`config.mk`:
```
export PLATFORM = sky130hd
export DESIGN_NAME = one_shot_timer_bank_alloc
export DESIGN_NICKNAME = d
export VERILOG_FILES = /design/src/sv/ostba_pkg.sv /design/src/sv/ostba_ctrl.sv /design/src/sv/ostba_dp.sv /design/src/sv/one_shot_timer_bank_alloc.sv
export SDC_FILE = /design/constraint.sdc
export NUM_CORES = 1
export LEC_CHECK = 0
export ABC_CLOCK_PERIOD_IN_PS = 3300
export BUFFER_PORTS_ARGS = -buffer_cell sky130_fd_sc_hd__buf_2
export CAP_MARGIN = 20
export CORE_UTILIZATION = 35
export CTS_BUF_LIST = sky130_fd_sc_hd__clkbuf_8
export DETAILED_ROUTE_END_ITERATION = 12
export HOLD_SLACK_MARGIN = 0.06
export SLEW_MARGIN = 20
export SYNTH_ARGS = -nofsm -noshare
export SYNTH_HDL_FRONTEND = slang
export SYNTH_HIERARCHICAL = 1
export SYNTH_SLANG_ARGS = --single-unit
```
`constraint.sdc`:
```
create_clock -name clock -period 3.3 [get_ports clock]
set_input_delay 0.66 -clock clock [delete_from_list [all_inputs] [get_ports clock]]
set_output_delay 0.66 -clock clock [all_outputs]
set_load 0.01 [all_outputs]
```
`src/sv/ostba_pkg.sv`:
```
// ----------------------------------------------------------------------------
// ostba_pkg
// Shared types, constants and helpers for the one-shot timer bank.
// ----------------------------------------------------------------------------
package ostba_pkg;

   // bank geometry
   localparam int NUM_SLOTS  = 8;
   localparam int COUNT_BITS = 16;
   localparam int SLOT_BITS  = (NUM_SLOTS > 1) ? $clog2(NUM_SLOTS) : 1;

   // item kind codes
   localparam logic FUNC_TICK   = 1'b0;
   localparam logic FUNC_START  = 1'b1;
   localparam logic KIND_START  = 1'b0;
   localparam logic KIND_EXPIRY = 1'b1;

   typedef logic [NUM_SLOTS-1:0]  mask_type;
   typedef logic [SLOT_BITS-1:0]  slot_idx_type;
   typedef logic [COUNT_BITS-1:0] count_type;

   // input item
   typedef struct packed {
      logic        func;
      logic [15:0] delay;
      logic        deferred_mode;
      logic [7:0]  priority_req;
      logic [7:0]  callback_id;
   } req_type;

   // result item
   typedef struct packed {
      logic       kind;
      logic [2:0] slot;
      logic       start_failed;
      logic [7:0] fired_callback;
      logic [7:0] fired_priority;
      logic       fired_deferred;
      logic       last;
   } rsp_type;

   // controller -> datapath
   typedef struct packed {
      logic start_go;     // allocate a slot for the incoming item
      logic tick_go;      // decrement all active slots
      logic load_start;   // move start answer into the output register
      logic load_expiry;  // move lowest pending expiry into the output register
   } cmd_type;

   // datapath -> controller
   typedef struct packed {
      logic out_free;     // output register can take a result this cycle
      logic pend_any;     // expiries still to report
      logic pend_one;     // at most one expiry left
   } status_type;

   // lowest set bit search
   typedef struct packed {
      logic         found;
      slot_idx_type idx;
   } pick_type;

   function automatic pick_type find_first(input mask_type mask);
      pick_type r;
      r.found = 1'b0;
      r.idx   = '0;
      for (int i = NUM_SLOTS - 1; i >= 0; i--) begin
         if (mask[i]) begin
            r.found = 1'b1;
            r.idx   = SLOT_BITS'(i);
         end
      end
      return r;
   endfunction

endpackage

```
`src/sv/ostba_ctrl.sv`:
```
// ----------------------------------------------------------------------------
// ostba_ctrl
// Sequencer: takes one item at a time and steers result delivery.
// ----------------------------------------------------------------------------
module ostba_ctrl
   import ostba_pkg::*;
(
   input  logic       clock,
   input  logic       reset,
   input  logic       req_valid,
   input  logic       req_func,
   output logic       req_stall,
   input  status_type status,
   output cmd_type    cmd
);

   localparam logic [1:0] ST_IDLE   = 2'd0;
   localparam logic [1:0] ST_START  = 2'd1;
   localparam logic [1:0] ST_EXPIRE = 2'd2;

   logic [1:0] state_ff, state_in;

   assign req_stall = (state_ff != ST_IDLE);

   // next state and commands
   always_comb begin
      state_in = state_ff;
      cmd      = '0;
      case (state_ff)
         ST_IDLE: begin
            if (req_valid) begin
               if (req_func == FUNC_START) begin
                  cmd.start_go = 1'b1;
                  state_in     = ST_START;
               end else begin
                  cmd.tick_go  = 1'b1;
                  state_in     = ST_EXPIRE;
               end
            end
         end
         ST_START: begin
            if (status.out_free) begin
               cmd.load_start = 1'b1;
               state_in       = ST_IDLE;
            end
         end
         ST_EXPIRE: begin
            if (!status.pend_any) begin
               state_in = ST_IDLE;
            end else if (status.out_free) begin
               cmd.load_expiry = 1'b1;
               if (status.pend_one) state_in = ST_IDLE;
            end
         end
         default: begin
            state_in = ST_IDLE;
         end
      endcase
   end

   always_ff @(posedge clock) begin
      if (reset) state_ff <= ST_IDLE;
      else       state_ff <= state_in;
   end

endmodule

```
`src/sv/ostba_dp.sv`:
```
// ----------------------------------------------------------------------------
// ostba_dp
// Slot storage, per-slot down counters, pending expiry mask, output register.
// ----------------------------------------------------------------------------
module ostba_dp
   import ostba_pkg::*;
(
   input  logic       clock,
   input  logic       reset,
   input  req_type    req_data,
   input  cmd_type    cmd,
   output status_type status,
   output logic       rsp_valid,
   input  logic       rsp_stall,
   output rsp_type    rsp_data
);

   mask_type   active_ff, active_in;
   mask_type   deferred_ff, deferred_in;
   mask_type   pend_ff, pend_in;
   count_type  cnt_ff [NUM_SLOTS];
   logic [7:0] prio_ff [NUM_SLOTS];
   logic [7:0] cb_ff [NUM_SLOTS];
   slot_idx_type st_slot_ff;
   logic         st_fail_ff;
   logic         rsp_valid_ff, rsp_valid_in;
   rsp_type      rsp_data_ff, rsp_data_in;

   pick_type   free_pick;
   pick_type   pend_pick;
   mask_type   expire_now;
   mask_type   pend_rest;

   assign free_pick = find_first(~active_ff);
   assign pend_pick = find_first(pend_ff);

   // slots that hit zero on this tick
   always_comb begin
      for (int i = 0; i < NUM_SLOTS; i++) begin
         expire_now[i] = active_ff[i] && (cnt_ff[i] == count_type'(1));
      end
   end

   always_comb begin
      pend_rest = pend_ff;
      pend_rest[pend_pick.idx] = 1'b0;
   end

   assign status.out_free = !rsp_valid_ff || !rsp_stall;
   assign status.pend_any = |pend_ff;
   assign status.pend_one = (pend_rest == '0);

   // slot masks and pending expiries
   always_comb begin
      active_in   = active_ff;
      deferred_in = deferred_ff;
      pend_in     = pend_ff;
      if (cmd.start_go && free_pick.found) begin
         active_in[free_pick.idx]   = 1'b1;
         deferred_in[free_pick.idx] = req_data.deferred_mode;
      end
      if (cmd.tick_go) begin
         active_in = active_ff & ~expire_now;
         pend_in   = expire_now;
      end
      if (cmd.load_expiry) pend_in = pend_rest;
   end

   always_ff @(posedge clock) begin
      if (reset) begin
         active_ff   <= '0;
         deferred_ff <= '0;
         pend_ff     <= '0;
      end else begin
         active_ff   <= active_in;
         deferred_ff <= deferred_in;
         pend_ff     <= pend_in;
      end
   end

   // per-slot counters and payload
   always_ff @(posedge clock) begin
      for (int i = 0; i < NUM_SLOTS; i++) begin
         if (cmd.start_go && free_pick.found && free_pick.idx == SLOT_BITS'(i)) begin
            cnt_ff[i]  <= count_type'(req_data.delay);
            cb_ff[i]   <= req_data.callback_id;
            prio_ff[i] <= req_data.priority_req;
         end else if (cmd.tick_go && active_ff[i]) begin
            cnt_ff[i] <= cnt_ff[i] - count_type'(1);
         end
      end
   end

   // held start answer
   always_ff @(posedge clock) begin
      if (cmd.start_go) begin
         st_slot_ff <= free_pick.found ? free_pick.idx : '0;
         st_fail_ff <= !free_pick.found;
      end
   end

   // output register
   always_comb begin
      rsp_data_in  = rsp_data_ff;
      rsp_valid_in = rsp_valid_ff && rsp_stall;
      if (cmd.load_start) begin
         rsp_valid_in               = 1'b1;
         rsp_data_in.kind           = KIND_START;
         rsp_data_in.slot           = 3'(st_slot_ff);
         rsp_data_in.start_failed   = st_fail_ff;
         rsp_data_in.fired_callback = '0;
         rsp_data_in.fired_priority = '0;
         rsp_data_in.fired_deferred = 1'b0;
         rsp_data_in.last           = 1'b1;
      end else if (cmd.load_expiry) begin
         rsp_valid_in               = 1'b1;
         rsp_data_in.kind           = KIND_EXPIRY;
         rsp_data_in.slot           = 3'(pend_pick.idx);
         rsp_data_in.start_failed   = 1'b0;
         rsp_data_in.fired_callback = cb_ff[pend_pick.idx];
         rsp_data_in.fired_priority = deferred_ff[pend_pick.idx] ?
                                      prio_ff[pend_pick.idx] : 8'd0;
         rsp_data_in.fired_deferred = deferred_ff[pend_pick.idx];
         rsp_data_in.last           = (pend_rest == '0);
      end
   end

   always_ff @(posedge clock) begin
      if (reset) rsp_valid_ff <= 1'b0;
      else       rsp_valid_ff <= rsp_valid_in;
   end

   always_ff @(posedge clock) begin
      rsp_data_ff <= rsp_data_in;
   end

   assign rsp_valid = rsp_valid_ff;
   assign rsp_data  = rsp_data_ff;

endmodule

```
`src/sv/one_shot_timer_bank_alloc.sv`:
```
// ----------------------------------------------------------------------------
// one_shot_timer_bank_alloc
// A start answer is held in a register when the item is taken, then moved into the
// output register once that is free. A tick decrements all active slots at its accept
// edge; expiries then leave the output register one per cycle in ascending slot order
// while rsp_stall does not hold it. No new item is taken until the start answer or
// every expiry of a tick is in the single output register; rsp_stall holds this up.
// Reset: all slots free, no result pending.
// ----------------------------------------------------------------------------
module one_shot_timer_bank_alloc
   import ostba_pkg::*;
(
   input  logic    clock,
   input  logic    reset,
   input  logic    req_valid,
   output logic    req_stall,
   input  req_type req_data,
   output logic    rsp_valid,
   input  logic    rsp_stall,
   output rsp_type rsp_data
);

   cmd_type    cmd;
   status_type status;

   // sequencer
   ostba_ctrl u_ctrl (
      .clock     (clock),
      .reset     (reset),
      .req_valid (req_valid),
      .req_func  (req_data.func),
      .req_stall (req_stall),
      .status    (status),
      .cmd       (cmd)
   );

   // slot bank
   ostba_dp u_dp (
      .clock     (clock),
      .reset     (reset),
      .req_data  (req_data),
      .cmd       (cmd),
      .status    (status),
      .rsp_valid (rsp_valid),
      .rsp_stall (rsp_stall),
      .rsp_data  (rsp_data)
   );

endmodule
```
==> out/qor.txt <==
Cell Rows: 75
Die Span X: 209 um
clock root buffer master: clkbuf_8
Final setup viols: 0
global-route wire length before repair: 57.8 mm
pre-CTS setup slack: 0.644 ns
drt drc: 0
Hold-fix buffers, CTS: 0
worst r2r src: u_dp/pend_ff[0]$_SDFFE_PP0P_
sequential power share: 0.524
number of synthesized flops with an enable pin: 264
Hold Crit Class: in -> reg
Tightest Pin Transition: 0.853 ns
post-layout util: 0.403
Crit Path Max Fanout: 26
clock skew: 0.0227 ns
largest net degree at the start of global routing: 34
n_diodes: 0
Min Hold Slack: 0.302 ns
Worst setup SP type: flop
syn nets: 1363
final clock period utilization by the worst path: 0.801
CORE AREA: 42100 sq um
vias: 10300
Mapped Cells: 1309
register area share after synthesis: 0.590
post-route ant nets: 0
Design Power: 8.22 mW
layout net count: 1441
final hold viol count: 0
die height: 209 um
share of post-route cells with drive strength above 1: 0.165
CP arrival: 3.21 ns
clk sinks: 310
Pwr per Cell Area: 484 nW/um^2
slew margin rel.: 0.424
status: finished, final reports clean
CP required: 3.87 ns
Initial Utilization: 0.356
synth warn: 6
cts bufs inserted: 54
die area: 43700 sq um
GPL Wtd Cong: 0.814
max-cap viol count: 0
RSZ-0062 raised after global routing: no
Fillers: 4029
Routed WL: 36.9 mm
DR WL/cell: 18.7 um
Async SR Flop Fraction: 0
Comb pwr share: 0.034
Mapped Avg Cell Area: 11.5 sq um
worst setup path startpoint: u_dp/pend_ff[0]$_SDFFE_PP0P_
hpwl dp: 23.6 mm
Initial DRC Count: 723
Total Routing Usage GR: 0.170
Reg clk slew, reported paths: 0.06 ns
I/O Pins: 63
DR vias/cell: 5.24
Area Overhead vs Synth: 13.3%
Int Pwr: 6.37 mW
clock power share: 0.441
P_leak: 5.92 nW
Sw Ratio: 0.225
fin crit period: 2.64 ns
Post-CTS Setup Repair Bufs: 0
IO buf count: 62
crit end category: flop
P_sw: 1.85 mW
fmax: 0.378 GHz
global route total overflow: 0
clock buffer depth: 3
Slew Limit Fails: 0
top_reg_cell synth: edfxtp_1
VDD IR max: 268 uV
CTS tree: yes
final setup TNS: 0 ns
Clock Latency Late Sink: 0.63 ns
number of global-route vias before repair: 10200
setup ws final: 0.657 ns
initial antenna violation count: 0
Synth Cell Area: 15000 sq um
CTS H-tree lvls: 2
HP Start: req_data[1]
PostCTS Resize Cnt: 0
drt pass-1 iters: 5
Yosys reg bits: 310
distinct cell type count after synthesis: 85
Crit Path Category: reg -> reg
==> critical path, cell delays in order, from the launching register on <==
cell and delay [ns]:
dfxtp_1 0.59, clkinv_1 0.40, o21ai_1 0.24, o31a_1 0.17, buf_4 0.36, o32ai_1 0.21, o211ai_4 0.36, a32o_2 0.24
==> synthesized netlist by cell type, drive strengths merged, types with 4 or more instances <==
cell type / number / share of area
mux2: 9 / 0.0070
xnor2: 61 / 0.036
and2: 7 / 0.0029
nor2b: 10 / 0.0042
xor2: 38 / 0.022
ha: 16 / 0.013
dfxtp: 46 / 0.061
edfxtp: 264 / 0.53
nand4: 8 / 0.0033
a22o: 12 / 0.0077
nor3: 38 / 0.013
a221oi: 12 / 0.0070
buf: 15 / 0.0096
and3: 7 / 0.0030
or4: 6 / 0.0033
clkbuf: 58 / 0.019
nand2: 131 / 0.033
a211oi: 21 / 0.011
nand3: 17 / 0.0057
o31a: 7 / 0.0041
nand3b: 4 / 0.0020
mux2i: 23 / 0.015
nor2: 156 / 0.042
nor4: 25 / 0.012
a21oi: 106 / 0.036
nand2b: 7 / 0.0029
a31oi: 8 / 0.0033
o21ai: 76 / 0.025
or2: 8 / 0.0033
o22ai: 11 / 0.0046
inv: 27 / 0.0068
a32o: 9 / 0.0067
o2bb2ai: 8 / 0.0047
mux4: 8 / 0.012
or3: 9 / 0.0038
nor4b: 5 / 0.0039
o31ai: 5 / 0.0025
==> cells by family (layout without fill, tap and decap cells) <==
kind of cell | count (synthesis) | after routing | synth area share
xor gates and xnor gates | 99 | 99 | 0.0578
and+or+nand+nor | 447 | 447 | 0.143
adders and majority gates | 18 | 18 | 0.0148
DFF | 310 | 310 | 0.590
buffers and inverters | 102 | 225 | 0.0359
muxes | 40 | 40 | 0.0344
AOI/OAI and AO/OA | 293 | 293 | 0.124
==> registers in the layout, indices dropped and copies added (netlist names) <==
| name | cells |
|---|---|
| u_ctrl/state_ff | 2 |
| u_dp/cnt_ff | 128 |
| u_dp/st_slot_ff | 3 |
| u_dp/rsp_valid | 1 |
| u_dp/pend_ff | 8 |
| u_dp/rsp_data | 23 |
| u_dp/active_ff | 8 |
| u_dp/st_fail_ff | 1 |
| u_dp/prio_ff | 64 |
| u_dp/deferred_ff | 8 |
| u_dp/cb_ff | 64 |
==> power groups by stage <==
stage | clock network (mW) | registers (mW) | logic [mW]
final | 3.63 | 4.31 | 0.283
after CTS | 3.74 | 4.31 | 0.287
after detailed placement | 0 | 4.39 | 0.287
after global routing | 3.90 | 4.31 | 0.316
after global placement | 0 | 4.39 | 0.277
after floorplan | 0 | 4.39 | 0.159
==> per-layer routing <==
layer / vias to the layer above / share of wire / track usage
li1: 4996 / - / -
met1: 5020 / 0.46 / 0.234
met2: 274 / 0.46 / 0.274
met3: 47 / 0.059 / 0.0313
met4: 0 / 0.016 / 0.0499
met5: - / 0 / 0
==> worst paths after layout <==
| path | endpoint | slack [ns] | depth (start not counted) |
|---|---|---|---|
| worst max register to register | u_dp/rsp_data[4]$_SDFFE_PP0P_ | 0.66 | 7 |
| worst min register to register | u_dp/rsp_data[22]$_SDFFE_PP0P_ | 0.46 | 2 |
| worst min-delay path | u_dp/cb_ff[6][1]$_DFFE_PP_ | 0.30 | 1 |
| worst max-delay path | u_dp/rsp_data[4]$_SDFFE_PP0P_ | 0.66 | 7 |
==> layout by cell type, fill, tap and decap left out, drive strengths merged, types with 21 or more instances in the layout <==
| cell type | instances |
|---|---|
| xnor2 | 61 |
| nor2 | 156 |
| edfxtp | 264 |
| dfxtp | 46 |
| nor3 | 38 |
| a21oi | 106 |
| mux2i | 23 |
| xor2 | 38 |
| o21ai | 76 |
| inv | 50 |
| nor4 | 25 |
| a211oi | 21 |
| buf | 95 |
| nand2 | 131 |
| clkbuf | 63 |
==> layout make-up <==
type	instances	area [sq um]	share of cell area
well taps	539	674	0.0397
clock buffers	63	867	0.0511
clock inverters	38	258	0.0152
repair buffers	95	558	0.0329
inverters	29	109	0.00641
flip-flops and latches	310	8850	0.521
multi-input cells	897	5670	0.334
==> metrics by stage <==
stage | std cells | cell area, sq um
final | 1971 | 17000
after global routing | 1971 | 17000
after CTS | 1971 | 17000
after detailed placement | 1870 | 15900
after global placement | 1870 | 15800
after floorplan | 1309 | 15000
No activity file was read; power rests on OpenSTA's default activity.
